### src/rtl/ebc_pkg.sv
package ebc_pkg;

  localparam int unsigned EBC_POINTS = 16;
  localparam int unsigned IDX_W      = 4;
  localparam int unsigned CNT_W      = 5;
  localparam int unsigned DATA_W     = 16;
  localparam int unsigned FRAC       = 15;
  localparam int unsigned DVD_W      = 56;
  localparam int unsigned DVS_W      = 40;
  localparam int unsigned DIV_CNT_W  = $clog2(DVD_W + 1);
  localparam int unsigned CNT_MIN    = 2;

  localparam logic [DATA_W-1:0] ONE       = 16'h8000;
  localparam logic [DATA_W-1:0] LIN_LIMIT = 16'd20;

  localparam logic FUNC_WRITE = 1'b0;
  localparam logic FUNC_EVAL  = 1'b1;

  localparam logic [1:0] REG_POINT_COUNT = 2'd0;

  // floor(2^32 / k) for the taylor term divide, k = 2..25
  localparam logic [31:0] EBC_RECIP [32] = '{
    32'd0, 32'd0,
    32'(33'h100000000 / 2),  32'(33'h100000000 / 3),  32'(33'h100000000 / 4),
    32'(33'h100000000 / 5),  32'(33'h100000000 / 6),  32'(33'h100000000 / 7),
    32'(33'h100000000 / 8),  32'(33'h100000000 / 9),  32'(33'h100000000 / 10),
    32'(33'h100000000 / 11), 32'(33'h100000000 / 12), 32'(33'h100000000 / 13),
    32'(33'h100000000 / 14), 32'(33'h100000000 / 15), 32'(33'h100000000 / 16),
    32'(33'h100000000 / 17), 32'(33'h100000000 / 18), 32'(33'h100000000 / 19),
    32'(33'h100000000 / 20), 32'(33'h100000000 / 21), 32'(33'h100000000 / 22),
    32'(33'h100000000 / 23), 32'(33'h100000000 / 24), 32'(33'h100000000 / 25),
    32'd0, 32'd0, 32'd0, 32'd0, 32'd0, 32'd0
  };

  typedef struct packed {
    logic                     func;
    logic [IDX_W-1:0]         point_index;
    logic [DATA_W-1:0]        point_x;
    logic [DATA_W-1:0]        point_y;
    logic signed [DATA_W-1:0] point_power;
    logic [DATA_W-1:0]        sample_x;
  } ebc_in_t;

  typedef struct packed {
    logic [DATA_W-1:0] curve_value;
    logic [IDX_W-1:0]  segment_index;
    logic              found;
  } ebc_out_t;

  typedef struct packed {
    logic              en;
    logic [IDX_W-1:0]  idx;
    logic [DATA_W-1:0] x;
    logic [DATA_W-1:0] y;
    logic [DATA_W-1:0] p;
  } ebc_wr_t;

  typedef struct packed {
    logic              vld;
    logic              hit;
    logic [IDX_W-1:0]  seg;
    logic [DATA_W-1:0] sx;
    logic [DATA_W-1:0] x0;
    logic [DATA_W-1:0] x1;
    logic [DATA_W-1:0] y0;
    logic [DATA_W-1:0] y1;
    logic [DATA_W-1:0] p;
    logic [DATA_W-1:0] ylast;
  } ebc_tok_t;

  typedef struct packed {
    logic [DATA_W-1:0] dx;
    logic [DATA_W-1:0] width;
    logic [DATA_W-1:0] y0;
    logic [DATA_W-1:0] y1;
    logic [DATA_W-1:0] p;
  } ebc_seg_t;

endpackage

### src/rtl/ebc_cell.sv
module ebc_cell (
  input  logic                     clk,
  input  logic                     rst_n,
  input  logic [ebc_pkg::IDX_W-1:0]  cell_idx,
  input  logic [ebc_pkg::CNT_W-1:0]  n_use,
  input  ebc_pkg::ebc_wr_t         wr,
  input  ebc_pkg::ebc_tok_t        tok_i,
  input  logic [ebc_pkg::DATA_W-1:0] x_nxt_i,
  input  logic [ebc_pkg::DATA_W-1:0] y_nxt_i,
  output ebc_pkg::ebc_tok_t        tok_o,
  output logic [ebc_pkg::DATA_W-1:0] x_o,
  output logic [ebc_pkg::DATA_W-1:0] y_o
);
  import ebc_pkg::*;

  logic [DATA_W-1:0] x_r, y_r, p_r;
  ebc_tok_t          tok_r, tok_nxt;
  logic [CNT_W-1:0]  pos_nxt;

  assign pos_nxt = CNT_W'(cell_idx) + CNT_W'(1);

  always_comb begin
    tok_nxt = tok_i;
    if (tok_i.vld && !tok_i.hit && (pos_nxt < n_use) &&
        (tok_i.sx >= x_r) && (tok_i.sx <= x_nxt_i)) begin
      tok_nxt.hit = 1'b1;
      tok_nxt.seg = cell_idx;
      tok_nxt.x0  = x_r;
      tok_nxt.x1  = x_nxt_i;
      tok_nxt.y0  = y_r;
      tok_nxt.y1  = y_nxt_i;
      tok_nxt.p   = p_r;
    end
    // last point in use
    if (pos_nxt == n_use) begin
      tok_nxt.ylast = y_r;
    end
  end

  always_ff @(posedge clk) begin
    if (!rst_n) begin
      x_r   <= (cell_idx == IDX_W'(1)) ? ONE : '0;
      y_r   <= (cell_idx == IDX_W'(0)) ? ONE : '0;
      p_r   <= '0;
      tok_r <= '0;
    end else begin
      if (wr.en && (wr.idx == cell_idx)) begin
        x_r <= wr.x;
        y_r <= wr.y;
        p_r <= wr.p;
      end
      tok_r <= tok_nxt;
    end
  end

  assign tok_o = tok_r;
  assign x_o   = x_r;
  assign y_o   = y_r;

endmodule

### config.mk
export PLATFORM = sky130hd
export DESIGN_NAME = ebc_cell
export DESIGN_NICKNAME = d
export VERILOG_FILES = /design/src/rtl/ebc_pkg.sv /design/src/rtl/ebc_cell.sv
export SDC_FILE = /design/constraint.sdc
export NUM_CORES = 1
export LEC_CHECK = 0
export ABC_AREA = 1
export BUFFER_PORTS_ARGS = -buffer_cell sky130_fd_sc_hd__buf_2
export CAP_MARGIN = 20
export CORE_MARGIN = 10
export CORE_UTILIZATION = 35
export DETAILED_ROUTE_END_ITERATION = 16
export GPL_TIMING_DRIVEN = 0
export REMOVE_ABC_BUFFERS = 1
export SYNTH_ARGS = -nofsm -noshare
export SYNTH_HDL_FRONTEND = slang
export SYNTH_SLANG_ARGS = --single-unit
### constraint.sdc
create_clock -name clk -period 2.3 [get_ports clk]
set_input_delay 0.23 -clock clk [delete_from_list [all_inputs] [get_ports clk]]
set_output_delay 0.23 -clock clk [all_outputs]
set_load 0.01 [all_outputs]
### After elaboration in Yosys (flattened, before gate mapping)

Index checks and enable logic that the tools add are counted.

* flip-flop bits (word level): 166
* input port bits: 214
* output and inout bits: 150

* add/subtract/negate cells: 1
* $lt $le $gt $ge: 3
* equality and inequality tests: 4
* multiplexer cells: 9
* reductions and logical operators: 7

Operator list (count)
* 16-bit 2-to-1 mux: 7
* 80-bit 2-to-1 mux: 1
* 16-bit greater-or-equal comparator: 1
* 16-bit <= comparator: 1
* 4-bit by 1-bit adder with 5-bit output, second input constant: 1
* 5-bit == test: 1
* 1-bit logical AND: 5
* 5-bit less-than comparator: 1
* 5-bit 2-to-1 mux: 1
* 4-bit by 1-bit == test with 1-bit output, second input constant: 1
* 4-bit == test: 1
* 4-bit logical NOT: 1
* 2-bit by 1-bit inequality test with 1-bit output, second input constant: 1
* 1-bit logical NOT: 1

### Longest topological paths before layout

* depth in word-level cells: 6
* depth in mapped cells: 17
* depth with buffers taken out: 15

### Worst setup path after synthesis

Ideal clock, no wire load.

* path type: in2reg
* start point: input port cell_idx[2] (netlist bit)
* end point: register x_r[0], in the netlist x_o[0], enable pin
* arrival time: 1.693 ns
* required time: 1.911 ns
* slack: 0.217 ns
* stages: 5
* path through: clkbuf_1 -> xnor2_1 -> nand4_1 -> clkbuf_1 -> nand2_1

* cells in the longest elaborated chain, start to end: 3

Ends and longest elaborated chain
* from (decl): RTL line ebc_cell.sv:4 `input logic [ebc_pkg::IDX_W-1:0] cell_idx,`
* 4-bit == test: RTL line ebc_cell.sv:47 `if (wr.en && (wr.idx == cell_idx)) begin`
* 1-bit logical AND: RTL line ebc_cell.sv:47
* 2-bit by 1-bit inequality test with 1-bit output (no source line)
* to (signal assigned): RTL line ebc_cell.sv:42 `x_r <= (cell_idx == IDX_W'(1)) ? ONE : '0;`
* to (signal assigned): RTL line ebc_cell.sv:48 `x_r <= wr.x;`
* to (decl): RTL line ebc_cell.sv:16 `logic [DATA_W-1:0] x_r, y_r, p_r;`

No other way between the ends.
A chain may end at the register's enable or synchronous reset.

### Final worst setup path

* start point: register x_r[0], in the netlist x_o[0]
* end point: register tok_r, in the netlist tok_o[71]

* cells in the longest elaborated chain, start to end: 4

Ends and longest elaborated chain
* 16-bit greater-or-equal comparator: RTL line ebc_cell.sv:25 `(tok_i.sx >= x_r) && (tok_i.sx <= x_nxt_i)) begin`
* 1-bit logical AND: RTL line ebc_cell.sv:24 `if (tok_i.vld && !tok_i.hit && (pos_nxt < n_use) &&`
* 1-bit logical AND: RTL line ebc_cell.sv:25
* 80-bit 2-to-1 mux: RTL line ebc_cell.sv:24
* to (signal assigned): RTL line ebc_cell.sv:52 `tok_r <= tok_nxt;`
* to (decl): RTL line ebc_cell.sv:17 `ebc_tok_t tok_r, tok_nxt;`

No other way between the ends.

==> metrics.txt <==
via count of the routed design 7377; Critical Path Source x_o[0]$_SDFFCE_PN0P_; Yosys reg bits ~170; fin nets about 1.6k; outcome complete, no violations; CP Launch Type register; Final Cycle Share ~99%; actual slew at the worst max-slew pin 0.727 ns; Slowest-stage cell, CP a21oi_2; clk_skew roughly 0.016 ns; switching share of power between 20% and 30%; WP buf/inv 0; CP Class register to register; initial antenna violation count 5; metal2 WL around 14000 um; post-synthesis mux area share 0%; maxcap violations 0; largest net degree at the start of global routing around 90; port bufs roughly 360; CTS max path bufs 2; Max Clk Rate 0.437 GHz; share of the synthesized area in the top cell type about 36%; Synth Area in Compound Gates a little under an eighth; synth warn 0; Mapped Cells roughly 960; H-tree lvl count 4; top post-synthesis cells by area dfxtp_1 (36%), edfxtp_1 (13%), nand2_1 (9.1%); post-route ant nets 0; Worst Path Max Fanout 14; Detailed Route WL 27700 um; Hold Vio Cnt, Final 0; reg2reg end tok_o[71]$_SDFF_PN0_; hold endpoint tok_o[83]$_SDFF_PN0_; Die Wd ~170 um; Met3 Routed Length 2370 um; sequential power share a little over two fifths; CP delay by family, top simple AND/OR/NAND/NOR gates; flop2flop setup slack between 0.01 and 0.015 ns; max-slew violations 0; slowest stage delay, CP around 0.59 ns; synthesized area between 0.007 and 0.008 mm2; share of layout cells above drive strength 1 a little over a third; Period minus WS final about 2.3 ns; Fillers around 2.1k; via/cell ratio 4.58; Global Route Usage Sum 18.1%; Power per Cell Area approximately 700 mW/mm2; P_int around 5.3 mW; WL met1 roughly 11000 um; Leakage Power around 5.8 nW; Die ar. 0.0274 mm2; Wirelength per Cell 17.2 um; Initial Utilization between 30% and 40%; Num CTS Buffers 17; area grow syn2layout 44.9%; hold depth 3; clock power share around 38%; final worst setup slack between 0.01 and 0.015 ns; largest family of logic cells by synthesized area simple AND/OR/NAND/NOR gates; clock net sink count 166; Logic pwr share between 15 and 20%; Switch Pwr approximately 2.3 mW; drt pass-1 iters 4; Synth Area in XOR/XNOR 0.709%; register area share after synthesis a little under 50%; r2r worst-path depth 10; I/O pins ~360; maximum vdd drop 0.000467 V; gr ovfl total 0; mean post-synth cell area 7.69 um2; final setup TNS 0 ns; Setup-failing EPs final 0; pre-CTS WS -0.801 ns; simple-gate portion of the synthesized area around a fifth; Max Used Layer met5; worst hold start tok_i[83]; crit end category register; Critical Path, Cell by Cell ha_1, nand4_1, nor2_2, nor2_1, nand2_1, nand2_2, a21oi_2, nand3_1, nand2_1, nor2_1; row count 53; worst hold margin about 0.0098 ns; synth unique cells 22; WP data arrival around 2.6 ns; DIE HEIGHT ~170 um; RSZ-0062 raised after global routing yes; Post-Synth Adder-Cell Area 6.75%; first-pass GRT wire length 38500 um; global placement routability congestion between 0.8 and 0.9; Root Driver clkbuf_16; worst reg2reg startpoint x_o[0]$_SDFFCE_PN0P_; Detailed Route Iter0 Violations between 400 and 500; clk_lat worst skew 0.43 ns; critical path required time 2.62 ns; vias in the first global route between 6k and 7k; clk slew on worst S/H paths about 0.07 ns; biggest area consumer among synthesized cells dfxtp_1; CTS tree yes; Hold Crit Class input port to register; DP Wirelength just under 20000 um; Slew HR around half; Core Footprint roughly 0.021 mm2; DRC Markers 0
-- final cells by class --
cell class | count | area [um2] | share of cell area [%]
antenna | 3 | 7.51 | 0.0699
clock buffer | 18 | 429 | 3.99
clock inverter | 14 | 164 | 1.53
inverter | 152 | 574 | 5.35
multi-input combinational | 586 | 3100 | 28.8
sequential | 166 | 3640 | 33.9
tap | 275 | 344 | 3.20
timing repair buffer | 398 | 2480 | 23.1
-- cell usage after synthesis (all sizes together) --
master and number:
nand4 4, clkbuf 32, buf 29, a21oi 133, dfxtp 134, o21ai 35
o211ai 1, nor3 1, o21a 1, a211oi 1, nor2 95, edfxtp 32
xor2 4, inv 152, nand3 89, nand2 179, xnor2 2, ha 40
-- how the worst max path moves through the flow --
stage | endpoint | slack (ns) | cells past startpoint
after floorplan | tok_o[112]$_SDFF_PN0_ | -1.72 | 10
after global placement | tok_o[47]$_SDFF_PN0_ | -4.03 | 13
after detailed placement | tok_o[35]$_SDFF_PN0_ | -0.80 | 13
after CTS | tok_o[94]$_SDFF_PN0_ | 0.01 | 10
after global routing | tok_o[76]$_SDFF_PN0_ | -0.20 | 10
final | tok_o[71]$_SDFF_PN0_ | 0.01 | 10
-- layer usage --
layer	up-vias	global-route usage (%)
li1	3774	-
met3	32	5.65
met5	-	0
met1	3341	20.8
met4	4	5.63
met2	226	31.3
-- layout by cell type, fill, tap and decap left out, drive strengths merged --
master         n
clkbuf        28
nand2        179
a21oi        134
nand3         89
ha            40
o211ai         1
xor2           4
nor3           1
clkinvlp       3
edfxtp        32
a211oi         1
diode          3
xnor2          2
nand4          4
bufinv         1
clkinv         5
dlygate4sd3    1
inv          157
o21a           1
buf          387
o21ai         35
dfxtp        134
nor2          95
-- through the flow --
stage	power [mW]	util (%)	cell area, um2	cells
floorplan	3.95	-	7150	903
finish	7.62	51.3	10700	1612
detailed placement	4.65	45.6	9560	1551
global placement	4.59	44.4	9310	1541
CTS	7.57	49.0	10300	1591
global route	8.00	51.3	10700	1612
-- power by group through the flow --
stage,Sequential [mW],Combinational (mW),Clock [mW]
6_report,3.24,1.50,2.88
5_1_grt,3.26,1.67,3.07
4_1_cts,3.24,1.39,2.95
3_5_place_dp,3.30,1.35,0
3_3_place_gp,3.30,1.29,0
2_1_floorplan,3.41,0.536,0
-- what timing repair did --
action,in CTS,in global routing
pin swaps,1,11
hold endpoints to repair,1,0
resized for setup,2,39
hold buffers,1,0
cloned,2,11
buffers inserted,5,8
setup endpoints to repair,74,84
-- cell families (layout without fill, tap and decap cells) --
| kind of cell | Yosys count | after routing |
|---|---|---|
| xor gates and xnor gates | 6 | 6 |
| buffers and inverters | 213 | 582 |
| other | 0 | 3 |
| DFF | 166 | 166 |
| adders and majority gates | 40 | 40 |
| AOI/OAI and AO/OA | 171 | 172 |
| and+or+nand+nor | 368 | 368 |
-- registers in the layout, indices dropped and copies added (netlist names) --
signal,cells
tok_o,118
p_r,16
x_o,16
y_o,16
-- worst min-delay path, cell delays in order --
cell and delay (ns):
buf_2 0.08, a21oi_1 0.03, nor2_1 0.07
No activity file was read; power rests on OpenSTA's default activity.
