===== config.mk =====
export PLATFORM = sky130hd
export DESIGN_NAME = ebc_arith
export DESIGN_NICKNAME = d
export VERILOG_FILES = /design/src/rtl/ebc_pkg.sv /design/src/rtl/ebc_div.sv /design/src/rtl/ebc_arith.sv
export SDC_FILE = /design/constraint.sdc
export NUM_CORES = 2
export LEC_CHECK = 0
export BUFFER_PORTS_ARGS = -buffer_cell sky130_fd_sc_hd__buf_2
export CAP_MARGIN = 20
export CORE_UTILIZATION = 65
export CTS_BUF_LIST = sky130_fd_sc_hd__clkbuf_4 sky130_fd_sc_hd__clkbuf_8 sky130_fd_sc_hd__clkbuf_16
export CTS_CLUSTER_SIZE = 28
export DETAILED_ROUTE_END_ITERATION = 7
export PLACE_DENSITY = 0.92
export SLEW_MARGIN = 15
export SYNTH_ARGS = -nofsm -noshare
export SYNTH_HDL_FRONTEND = slang
export SYNTH_SLANG_ARGS = --single-unit

===== constraint.sdc =====
create_clock -name clk -period 13.6 [get_ports clk]
set_input_delay 2.72 -clock clk [delete_from_list [all_inputs] [get_ports clk]]
set_output_delay 2.72 -clock clk [all_outputs]
set_load 0.02 [all_outputs]

===== src/rtl/ebc_pkg.sv =====
package ebc_pkg;

  localparam int unsigned EBC_POINTS = 16;
  localparam int unsigned IDX_W      = 4;
  localparam int unsigned CNT_W      = 5;
  localparam int unsigned DATA_W     = 16;
  localparam int unsigned FRAC       = 15;
  localparam int unsigned DVD_W      = 56;
  localparam int unsigned DVS_W      = 40;
  localparam int unsigned DIV_CNT_W  = $clog2(DVD_W + 1);
  localparam int unsigned CNT_MIN    = 2;

  localparam logic [DATA_W-1:0] ONE       = 16'h8000;
  localparam logic [DATA_W-1:0] LIN_LIMIT = 16'd20;

  localparam logic FUNC_WRITE = 1'b0;
  localparam logic FUNC_EVAL  = 1'b1;

  localparam logic [1:0] REG_POINT_COUNT = 2'd0;

  // floor(2^32 / k) for the taylor term divide, k = 2..25
  localparam logic [31:0] EBC_RECIP [32] = '{
    32'd0, 32'd0,
    32'(33'h100000000 / 2),  32'(33'h100000000 / 3),  32'(33'h100000000 / 4),
    32'(33'h100000000 / 5),  32'(33'h100000000 / 6),  32'(33'h100000000 / 7),
    32'(33'h100000000 / 8),  32'(33'h100000000 / 9),  32'(33'h100000000 / 10),
    32'(33'h100000000 / 11), 32'(33'h100000000 / 12), 32'(33'h100000000 / 13),
    32'(33'h100000000 / 14), 32'(33'h100000000 / 15), 32'(33'h100000000 / 16),
    32'(33'h100000000 / 17), 32'(33'h100000000 / 18), 32'(33'h100000000 / 19),
    32'(33'h100000000 / 20), 32'(33'h100000000 / 21), 32'(33'h100000000 / 22),
    32'(33'h100000000 / 23), 32'(33'h100000000 / 24), 32'(33'h100000000 / 25),
    32'd0, 32'd0, 32'd0, 32'd0, 32'd0, 32'd0
  };

  typedef struct packed {
    logic                     func;
    logic [IDX_W-1:0]         point_index;
    logic [DATA_W-1:0]        point_x;
    logic [DATA_W-1:0]        point_y;
    logic signed [DATA_W-1:0] point_power;
    logic [DATA_W-1:0]        sample_x;
  } ebc_in_t;

  typedef struct packed {
    logic [DATA_W-1:0] curve_value;
    logic [IDX_W-1:0]  segment_index;
    logic              found;
  } ebc_out_t;

  typedef struct packed {
    logic              en;
    logic [IDX_W-1:0]  idx;
    logic [DATA_W-1:0] x;
    logic [DATA_W-1:0] y;
    logic [DATA_W-1:0] p;
  } ebc_wr_t;

  typedef struct packed {
    logic              vld;
    logic              hit;
    logic [IDX_W-1:0]  seg;
    logic [DATA_W-1:0] sx;
    logic [DATA_W-1:0] x0;
    logic [DATA_W-1:0] x1;
    logic [DATA_W-1:0] y0;
    logic [DATA_W-1:0] y1;
    logic [DATA_W-1:0] p;
    logic [DATA_W-1:0] ylast;
  } ebc_tok_t;

  typedef struct packed {
    logic [DATA_W-1:0] dx;
    logic [DATA_W-1:0] width;
    logic [DATA_W-1:0] y0;
    logic [DATA_W-1:0] y1;
    logic [DATA_W-1:0] p;
  } ebc_seg_t;

endpackage


===== src/rtl/ebc_div.sv =====
module ebc_div (
  input  logic                      clk,
  input  logic                      rst_n,
  input  logic                      start,
  input  logic [ebc_pkg::DVD_W-1:0] dividend,
  input  logic [ebc_pkg::DVS_W-1:0] divisor,
  output logic                      done,
  output logic [ebc_pkg::DVD_W-1:0] quotient
);
  import ebc_pkg::*;

  logic [DVS_W-1:0]     rem_r, dvs_r;
  logic [DVD_W-1:0]     quo_r;
  logic [DIV_CNT_W-1:0] cnt_r;
  logic                 done_r;
  logic [DVS_W:0]       trial;
  logic                 ge;

  assign trial = {rem_r, quo_r[DVD_W-1]};
  assign ge    = trial >= {1'b0, dvs_r};

  always_ff @(posedge clk) begin
    if (!rst_n) begin
      cnt_r  <= '0;
      done_r <= 1'b0;
    end else begin
      done_r <= 1'b0;
      if (start) begin
        quo_r <= dividend;
        rem_r <= '0;
        dvs_r <= divisor;
        cnt_r <= DIV_CNT_W'(DVD_W);
      end else if (cnt_r != '0) begin
        rem_r <= ge ? DVS_W'(trial - {1'b0, dvs_r}) : DVS_W'(trial);
        quo_r <= {quo_r[DVD_W-2:0], ge};
        cnt_r <= cnt_r - DIV_CNT_W'(1);
        if (cnt_r == DIV_CNT_W'(1)) begin
          done_r <= 1'b1;
        end
      end
    end
  end

  assign done     = done_r;
  assign quotient = quo_r;

endmodule


===== src/rtl/ebc_arith.sv =====
module ebc_arith (
  input  logic                       clk,
  input  logic                       rst_n,
  input  logic                       start,
  input  ebc_pkg::ebc_seg_t          req,
  output logic                       done,
  output logic [ebc_pkg::DATA_W-1:0] value
);
  import ebc_pkg::*;

  typedef enum logic [4:0] {
    S_IDLE, S_LMUL, S_LDIV, S_LWAIT, S_TDIV, S_TWAIT, S_QT, S_EXPI,
    S_TAY, S_RCP, S_FIX, S_DA, S_DB, S_DC, S_DD, S_EXPD,
    S_FDIV, S_FWAIT, S_HMUL, S_FIN
  } state_t;

  state_t            state_r;
  ebc_seg_t          req_r;
  logic [DATA_W-1:0] hmag_r, q_r, tt_r, f_r, value_r;
  logic              hneg_r, pneg_r, phase_r, done_r;
  logic [26:0]       r_r, term_r;
  logic [39:0]       sum_r, num_r;
  logic [4:0]        k_r;
  logic [27:0]       x_r;
  logic [55:0]       acc_r;
  logic [1:0]        dbl_r;
  logic [63:0]       mul_r;
  logic [31:0]       mul_a, mul_b;

  logic              div_start, div_done;
  logic [DVD_W-1:0]  div_dvd, div_quo;
  logic [DVS_W-1:0]  div_dvs;

  logic [DATA_W-1:0] pabs, hmag_in, tq, fq;
  logic signed [DATA_W-1:0] ps;
  logic              lin;
  logic [27:0]       q0;
  logic [32:0]       rem;
  logic [55:0]       dbl_acc;
  logic [17:0]       rnd;
  logic signed [18:0] v, lo, hi;

  ebc_div u_div (
    .clk      (clk),
    .rst_n    (rst_n),
    .start    (div_start),
    .dividend (div_dvd),
    .divisor  (div_dvs),
    .done     (div_done),
    .quotient (div_quo)
  );

  assign ps      = $signed(req.p);
  assign pabs    = req.p[DATA_W-1] ? (~req.p + 16'd1) : req.p;
  assign lin     = (ps >= -$signed(LIN_LIMIT)) && (ps <= $signed(LIN_LIMIT));
  assign hmag_in = (req.y1 < req.y0) ? (req.y0 - req.y1) : (req.y1 - req.y0);

  // shared multiplier operands
  always_comb begin
    mul_a = '0;
    mul_b = '0;
    unique case (state_r)
      S_LMUL: begin mul_a = 32'(req_r.dx); mul_b = 32'(hmag_r); end
      S_QT:   begin mul_a = 32'(q_r);      mul_b = 32'(tt_r);   end
      S_TAY:  begin mul_a = 32'(term_r);   mul_b = 32'(r_r);    end
      S_RCP:  begin mul_a = 32'(mul_r[53:26]); mul_b = EBC_RECIP[k_r]; end
      S_DA:   begin mul_a = 32'(sum_r[25:0]);  mul_b = 32'(sum_r[25:0]); end
      S_DB:   begin mul_a = 32'(sum_r[39:26]); mul_b = 32'(sum_r[25:0]); end
      S_DC:   begin mul_a = 32'(sum_r[39:26]); mul_b = 32'(sum_r[39:26]); end
      S_HMUL: begin mul_a = 32'(f_r);      mul_b = 32'(hmag_r); end
      default: begin mul_a = '0; mul_b = '0; end
    endcase
  end

  always_comb begin
    div_start = 1'b0;
    div_dvd   = '0;
    div_dvs   = '0;
    unique case (state_r)
      S_LDIV: begin
        div_start = 1'b1;
        div_dvd   = DVD_W'(mul_r[31:0]) + DVD_W'(req_r.width >> 1);
        div_dvs   = DVS_W'(req_r.width);
      end
      S_TDIV: begin
        div_start = 1'b1;
        div_dvd   = (DVD_W'(req_r.dx) << FRAC) + DVD_W'(req_r.width >> 1);
        div_dvs   = DVS_W'(req_r.width);
      end
      S_FDIV: begin
        div_start = 1'b1;
        div_dvd   = (DVD_W'(num_r) << FRAC) + DVD_W'(sum_r >> 1);
        div_dvs   = sum_r;
      end
      default: begin
        div_start = 1'b0;
      end
    endcase
  end

  assign tq      = (div_quo > DVD_W'(ONE)) ? ONE : div_quo[DATA_W-1:0];
  assign fq      = div_quo[DATA_W-1:0];
  assign q0      = mul_r[59:32];
  assign rem     = 33'(x_r) - 33'(q0) * 33'(k_r);
  assign dbl_acc = acc_r + (56'(mul_r[27:0]) << 26);
  assign rnd     = 18'((mul_r[32:0] + 33'h4000) >> FRAC);
  assign v       = hneg_r ? (19'(req_r.y0) - 19'(rnd)) : (19'(req_r.y0) + 19'(rnd));
  assign lo      = hneg_r ? 19'(req_r.y1) : 19'(req_r.y0);
  assign hi      = hneg_r ? 19'(req_r.y0) : 19'(req_r.y1);

  always_ff @(posedge clk) begin
    mul_r <= 64'(mul_a) * 64'(mul_b);
    if (!rst_n) begin
      state_r <= S_IDLE;
      done_r  <= 1'b0;
    end else begin
      done_r <= 1'b0;
      unique case (state_r)
        S_IDLE: begin
          if (start) begin
            req_r   <= req;
            hmag_r  <= hmag_in;
            hneg_r  <= req.y1 < req.y0;
            pneg_r  <= req.p[DATA_W-1];
            q_r     <= pabs;
            state_r <= lin ? S_LMUL : S_TDIV;
          end
        end
        S_LMUL:  state_r <= S_LDIV;
        S_LDIV:  state_r <= S_LWAIT;
        S_LWAIT: begin
          if (div_done) begin
            value_r <= hneg_r ? (req_r.y0 - fq) : (req_r.y0 + fq);
            done_r  <= 1'b1;
            state_r <= S_IDLE;
          end
        end
        S_TDIV:  state_r <= S_TWAIT;
        S_TWAIT: begin
          if (div_done) begin
            tt_r    <= pneg_r ? (ONE - tq) : tq;
            state_r <= S_QT;
          end
        end
        S_QT:    state_r <= S_EXPI;
        S_EXPI: begin
          // argument scaled by 1/8, q.26
          r_r     <= mul_r[30:4];
          term_r  <= mul_r[30:4];
          sum_r   <= '0;
          k_r     <= 5'd2;
          phase_r <= 1'b0;
          state_r <= S_TAY;
        end
        S_TAY: begin
          if (k_r == 5'd26 || term_r == '0) begin
            dbl_r   <= '0;
            state_r <= S_DA;
          end else begin
            sum_r   <= sum_r + 40'(term_r);
            state_r <= S_RCP;
          end
        end
        S_RCP: begin
          x_r     <= mul_r[53:26];
          state_r <= S_FIX;
        end
        S_FIX: begin
          // reciprocal estimate is at most one low
          term_r  <= (rem >= 33'(k_r)) ? 27'(q0 + 28'd1) : 27'(q0);
          k_r     <= k_r + 5'd1;
          state_r <= S_TAY;
        end
        S_DA: state_r <= S_DB;
        S_DB: begin
          acc_r   <= 56'(mul_r[51:26]);
          state_r <= S_DC;
        end
        S_DC: begin
          acc_r   <= acc_r + (56'(mul_r[40:0]) << 1);
          state_r <= S_DD;
        end
        S_DD: begin
          sum_r   <= 40'((56'(sum_r) << 1) + dbl_acc);
          dbl_r   <= dbl_r + 2'd1;
          state_r <= (dbl_r == 2'd2) ? S_EXPD : S_DA;
        end
        S_EXPD: begin
          if (!phase_r) begin
            num_r   <= sum_r;
            r_r     <= 27'(q_r) << 11;
            term_r  <= 27'(q_r) << 11;
            sum_r   <= '0;
            k_r     <= 5'd2;
            phase_r <= 1'b1;
            state_r <= S_TAY;
          end else if (sum_r == '0) begin
            f_r     <= pneg_r ? (ONE - tt_r) : tt_r;
            state_r <= S_HMUL;
          end else begin
            state_r <= S_FDIV;
          end
        end
        S_FDIV:  state_r <= S_FWAIT;
        S_FWAIT: begin
          if (div_done) begin
            f_r     <= pneg_r ? (ONE - fq) : fq;
            state_r <= S_HMUL;
          end
        end
        S_HMUL:  state_r <= S_FIN;
        S_FIN: begin
          if (v < lo) begin
            value_r <= DATA_W'(lo);
          end else if (v > hi) begin
            value_r <= DATA_W'(hi);
          end else begin
            value_r <= DATA_W'(v);
          end
          done_r  <= 1'b1;
          state_r <= S_IDLE;
        end
        default: state_r <= S_IDLE;
      endcase
    end
  end

  assign done  = done_r;
  assign value = value_r;

endmodule


---- Word level (Yosys, flattened, before mapping) ----
Memory sizes are Yosys's and may differ from the RTL's.
Index checks and enable logic that the tools add are counted.
W data, S select, Z words.
operators by class
  $add $sub $neg .......................... 24
  multiply operators ...................... 2
  $lt $le $gt $ge ......................... 9
  equality and inequality tests ........... 31
  multiplexer cells ....................... 57
  bitwise gates (word level) .............. 5
  reductions and logical operators ........ 37
operator list
  cell                      count
  $mux W16                  14
  $pmux W28 S7              1
  $pmux W32 S6              1
  $pmux W56 S3              1
  $mux W40                  4
  $pmux W40 S4              1
  $mux W56                  2
  $pmux W56 S2              1
  $pmux W5 S18              1
  $pmux W27 S3              1
  $add A40 B40 Y40          2
  $pmux W40 S2              1
  $mux W32                  2
  $pmux W16 S2              2
  $mul A28 B32 Y60          1
  $add A55 B39 Y56          1
  $add A56 B42 Y56          1
  $gt A56 B16 Y1 const B    1
  $mux W27                  2
  $pmux W27 S2              1
  $sub A16 B16 Y16          3
  $sub A16 B16 Y16 const A  3
  $ge A41 B40 Y1            1
  $add A40 B27 Y40          1
  58 further kinds          116
word-level totals
  flip-flop bits (word level) ............. 581
  bits in read-only memories .............. 1024
  input port bits ......................... 83
  logic and storage cells ................. 196
  memories ................................ 1
memories
  memory           depth  width  read ports  clocked after Yosys merged registers in  wr ports  line             source
  (no name shown)  32     32     1           0                                        0         ebc_arith.sv:66  S_RCP: begin mul_a = 32'(mul_r[53:26]); mul_b = EBC_RECIP[k_r]; end

---- Logic depth before layout (Yosys ltp) ----
  word-level depth ........................ 7
  mapped depth ............................ 39
  gate-level depth less buffers ........... 35

---- Hierarchy ----
From an unflattened synthesis, not the netlist that was laid out.
second synthesis, totals
  cell total of the unflattened synthesis .. 8294
  area, all modules ....................... 74815.5 µm²
by module, submodules not included
  module     instances  cells an instance  area an instance (µm²)  seq. area each (µm²)
  ebc_arith  1          7602               66691.5                 12011.5
  ebc_div    1          692                8124.0                  4224.1

---- Least setup slack after synthesis ----
No wires, ideal clock.
  kind .................................... reg2reg
  start ................................... register state_r[3]
  end ..................................... register mul_r[58]
  library setup time ...................... 72 ps
  arrival time ............................ 9600 ps
  setup slack ............................. 3928 ps
  stages on the path, launching flop included .. 34
  buffers on the path ..................... 6
  period minus slack after synthesis ...... 9672 ps
  path through ............................ dfxtp_1 clkbuf_1 nand2b_1 clkbuf_1 nor4_1 clkbuf_1 clkbuf_1 buf_1 a22o_1 clkbuf_1 nand2_1 fa_1 fa_1 inv_1 fa_1 fa_1 fa_1 fa_1 inv_1 fa_1 inv_1 ha_1 a21oi_1 o21ai_0 a211oi_1 o22ai_1 nor4_1 nor3_1 a221o_1 a41o_1 or4_1 a31o_2 a21oi_1 xnor2_1
on the way
  longest elaborated chain between the ends .. 4
  elaborated cells on any way between the ends .. 14
  those cells by class .................... mul (1); eq/ne (8); mux (2); reduce/logical (3)
RTL lines
  what                                          line              source
  start: declaration                            ebc_arith.sv:17   state_t state_r;
  start signal: assignment                      ebc_arith.sv:126  state_r <= lin ? S_LMUL : S_TDIV;
  start signal: assignment                      ebc_arith.sv:186  state_r <= (dbl_r == 2'd2) ? S_EXPD : S_DA;
  $eq A5 B4 Y1 (tied with other cells)          ebc_arith.sv:62   unique case (state_r)
  $reduce_or A2 Y1 (no source line)             --
  $pmux W28 S7 or $pmux W32 S6 (tied branches)  ebc_arith.sv:62
  $mul A28 B32 Y60 (*)                          ebc_arith.sv:112  mul_r <= 64'(mul_a) * 64'(mul_b);
  end signal: assignment                        ebc_arith.sv:112
  end: declaration                              ebc_arith.sv:27   logic [63:0] mul_r;
Mark *: on every way between the ends. The rest lies on a longest branch, timed or not.
A chain may end at the register's enable or synchronous reset.

---- Worst setup path in the final report ----
  start ................................... register k_r[1]
  end ..................................... register mul_r[59]
on the way
  longest elaborated chain between the ends .. 6
RTL lines
  what                                          line              source
  start: declaration                            ebc_arith.sv:23   logic [4:0] k_r;
  start signal: assignment                      ebc_arith.sv:171  k_r <= k_r + 5'd1;
  $not A5 Y6 (implied by the code)              ebc_arith.sv:66
  $mem_v2 Z32 W32                               --
  $mux W32 (implied by the code) (2 in series)  ebc_arith.sv:66
  $pmux W32 S6                                  ebc_arith.sv:62
  $mul A28 B32 Y60                              ebc_arith.sv:112
Every way passes these cells. The select of a mux whose other input is x is not followed.

==> impl_metrics.yaml <==
clock_network:
  clk_path_buf_depth: 3
  cts_hold_buf: 0
  cts_setup_buffers: 0
  cts_buffers: 71
  cts.sinks: 565
  clk_latency_ns: 0.67
  htree_levels: 3
  cts_repair_resize_count: 0
  cts_tree: "done"
  clockRootBuffer: "clkbuf_16"
  clk_pin_slew_ns: 0.06
place:
  dpl_worst_slack_ns: 1.48
  io_buffers: 99
  dpl.hpwl_um: 204000
  gp_congestion: 1.13
flow_run:
  maxCapViolations: 0
global_routing:
  grtUsageTotal_pct: 47.1
  grt_start_max_net_pins: 65
  gr-total-overflow: 0
  grt_pass1_vias: 66100
  grt_pass1_wl_um: 405000
  antenna_found_initial: 24
critical_path:
  crit_type: "reg2reg"
  cp_slowest_cell: "and4_1"
  arrival_ns: 12.81
  slowest_delay_ns: 0.99
  crit_path_max_fanout: 34
  r2r_setup_slack_ns: 1.33
  end_kind: "flip-flop"
  rr_endpoint: "mul_r[59]$_DFF_P_"
  reg2reg_depth: 34
  required_ns: 14.14
  start_kind: "flip-flop"
  r2r_start: "k_r[1]$_SDFFCE_PN1P_"
routing:
  drtIter0Drc: 10700
  final_antenna_net_count: 0
  vias: 66300
  drc: 104
  vias_per_cell: 6.73
  dr.pass1.iters: 8
  wl_um: 273000
  wire_per_inst_um: 27.7
logic_synthesis:
  ys_warn_count: 0
  yosys.area.top_type_share_pct: 24.4
  synth_area_um2: 74300
  synth.avg_cell_area_um2: 8.90
  yosysMostFrequentCell: "inv_1"
  ys_types: 98
  synthTopCellsByArea: "fa_1, edfxtp_1, ha_1, inv_1, nand2_1"
  yosys_register_bits: 565
  synth_edf_count: 492
  yosysSeqAreaShare_pct: 21.9
  synthArstFlopShare_pct: 0
  syn_inst: 8347
  synth_nets: 9916
  yosys.area.top_type: "fa_1"
  synth_commonest_cells: "inv_1, nand2_1, fa_1"
  ys.flop_type: "edfxtp_1"
power_and_ir_drop:
  power_switching_mw: 5.08
  irDropWorstVdd_mv: 0.279
  p_sw_share_pct: 46.8
  leakage_nw: 36.3
  seq_power_share_pct: 24.6
  p_int_mw: 5.78
  power_mw: 10.9
  power.share.clock_pct: 18.9
  powerDensity_nw_per_um2: 137
  combPwrFrac_pct: 56.4
floorplanning:
  design.core.area_um2: 113000
  num_io_pins: 100
  die_y_um: 340
  start_util_pct: 65.8
  die_w_um: 340
  rows: 123
  dieArea_um2: 116000
sta:
  setup_slack_ns: 1.33
  hold_violations: 0
  period_minus_slack_ns: 12.27
  hold_ws_ns: 0.531
  finalCritPeriodShare_pct: 90.3
  rsz0062_at_grt: "no"
  slew_viol_final: 0
  tightest_slew_ns: 1.24
  maxSlewHeadroom_pct: 16.8
  setup_violations: 0
  fmax_mhz: 81.5
  skew_ns: 0.0369
  tns_ns: 0
cells_and_area:
  drive_above_1_share_pct: 6.01
  finalNetCount: 9844
  syn_to_final_growth_pct: 6.47
hold_path:
  hp-start: "u_div.cnt_r[1]$_SDFFE_PP0P_"
  min_path_type: "reg2reg"
  holdPathEnd: "u_div.cnt_r[1]$_SDFFE_PP0P_"
  min_path_cells: 2
outcome:
  violations: "design-rule violations"
  status: "complete, but fails checks"
logic make-up after synthesis:
group,Yosys count,share of synthesized area (%)
and+or+nand+nor,2643,16.3
buffers and inverters,1673,8.53
DFF,565,21.9
xor gates and xnor gates,428,5.06
adders and majority gates,1486,34.2
AOI/OAI and AO/OA,1452,12.7
muxes,100,1.38
registers in the layout, indices dropped and copies added (netlist names), 2 cells and up:
signal and flops:
req_r 64, mul_r 60, u_div.quotient 56, acc_r 40, num_r 40, sum_r 40, u_div.dvs_r 40, u_div.rem_r 40
x_r 28, r_r 27, term_r 27, f_r 16, hmag_r 16, q_r 16, tt_r 16, value 16
u_div.cnt_r 6, k_r 5, state_r 5, dbl_r 2
worst max-delay path, delay by kind of cell (launching register included):
kind	cells	cell delay, ns
adders and majority gates	9	4.52
buffers and inverters	9	1.33
and+or+nand+nor	8	3.09
xor gates and xnor gates	1	0.13
AOI/OAI and AO/OA	7	2.54
DFF	1	0.49
worst max-delay path by stage:
stage | start | endpoint | slack, ns | depth (start not counted)
2_1_floorplan | state_r[3]$_SDFFE_PN0P_ | mul_r[58]$_DFF_P_ | 3.93 | 33
3_3_place_gp | k_r[1]$_SDFFCE_PN1P_ | mul_r[55]$_DFF_P_ | 1.81 | 33
3_5_place_dp | k_r[1]$_SDFFCE_PN1P_ | mul_r[59]$_DFF_P_ | 1.48 | 33
4_1_cts | k_r[1]$_SDFFCE_PN1P_ | mul_r[59]$_DFF_P_ | 1.43 | 33
5_1_grt | k_r[1]$_SDFFCE_PN1P_ | mul_r[59]$_DFF_P_ | 1.00 | 34
6_report | k_r[1]$_SDFFCE_PN1P_ | mul_r[59]$_DFF_P_ | 1.33 | 34
stage by stage:
step                util [%]  std cells  area (µm²)
floorplan                  -       8347       74300
global placement        67.6       9690       76400
detailed placement      67.7       9695       76500
CTS                     69.9       9826       79000
global route            70.0       9835       79000
finish                  70.0       9853       79100
metal layers:
layer	part of all wire, %	GRT usage [%]	wire (µm)	vias up
li1	-	-	-	27500
met1	33	56.9	91100	31700
met2	41	67.3	112000	5433
met3	16	19.4	43900	1583
met4	9.5	35.4	26100	32
met5	0.15	0.776	413	-
layout by cell type (no fill, tap or decap), types with 99 or more instances in the layout:
cell	instances
a21o_1	152
a21oi_1	417
and2_1	200
buf_2	99
buf_4	164
edfxtp_1	492
fa_1	905
ha_1	581
inv_1	1256
nand2_1	1134
nand3_1	133
nor2_1	611
o21ai_0	282
xnor2_1	263
xor2_1	164
power groups by stage:
stage          Clock (mW)  Sequential (mW)  Combinational, mW
5_1_grt              2.09             2.67               6.58
6_report             2.05             2.67               6.13
3_3_place_gp            0             2.66               5.53
3_5_place_dp            0             2.67               5.76
2_1_floorplan           0             2.48               4.31
4_1_cts              2.04             2.64               5.83
area by class of cell:
class | count | area, µm²
antenna | 20 | 50.0
tap | 1500 | 1880
inverter | 1257 | 4720
clock inverter | 37 | 407
fill | 8312 | 33900
timing repair buffer | 271 | 1850
clock buffer | 94 | 2060
sequential | 565 | 16200
multi-input combinational | 6109 | 51900
(Power assumes the default switching activity.)
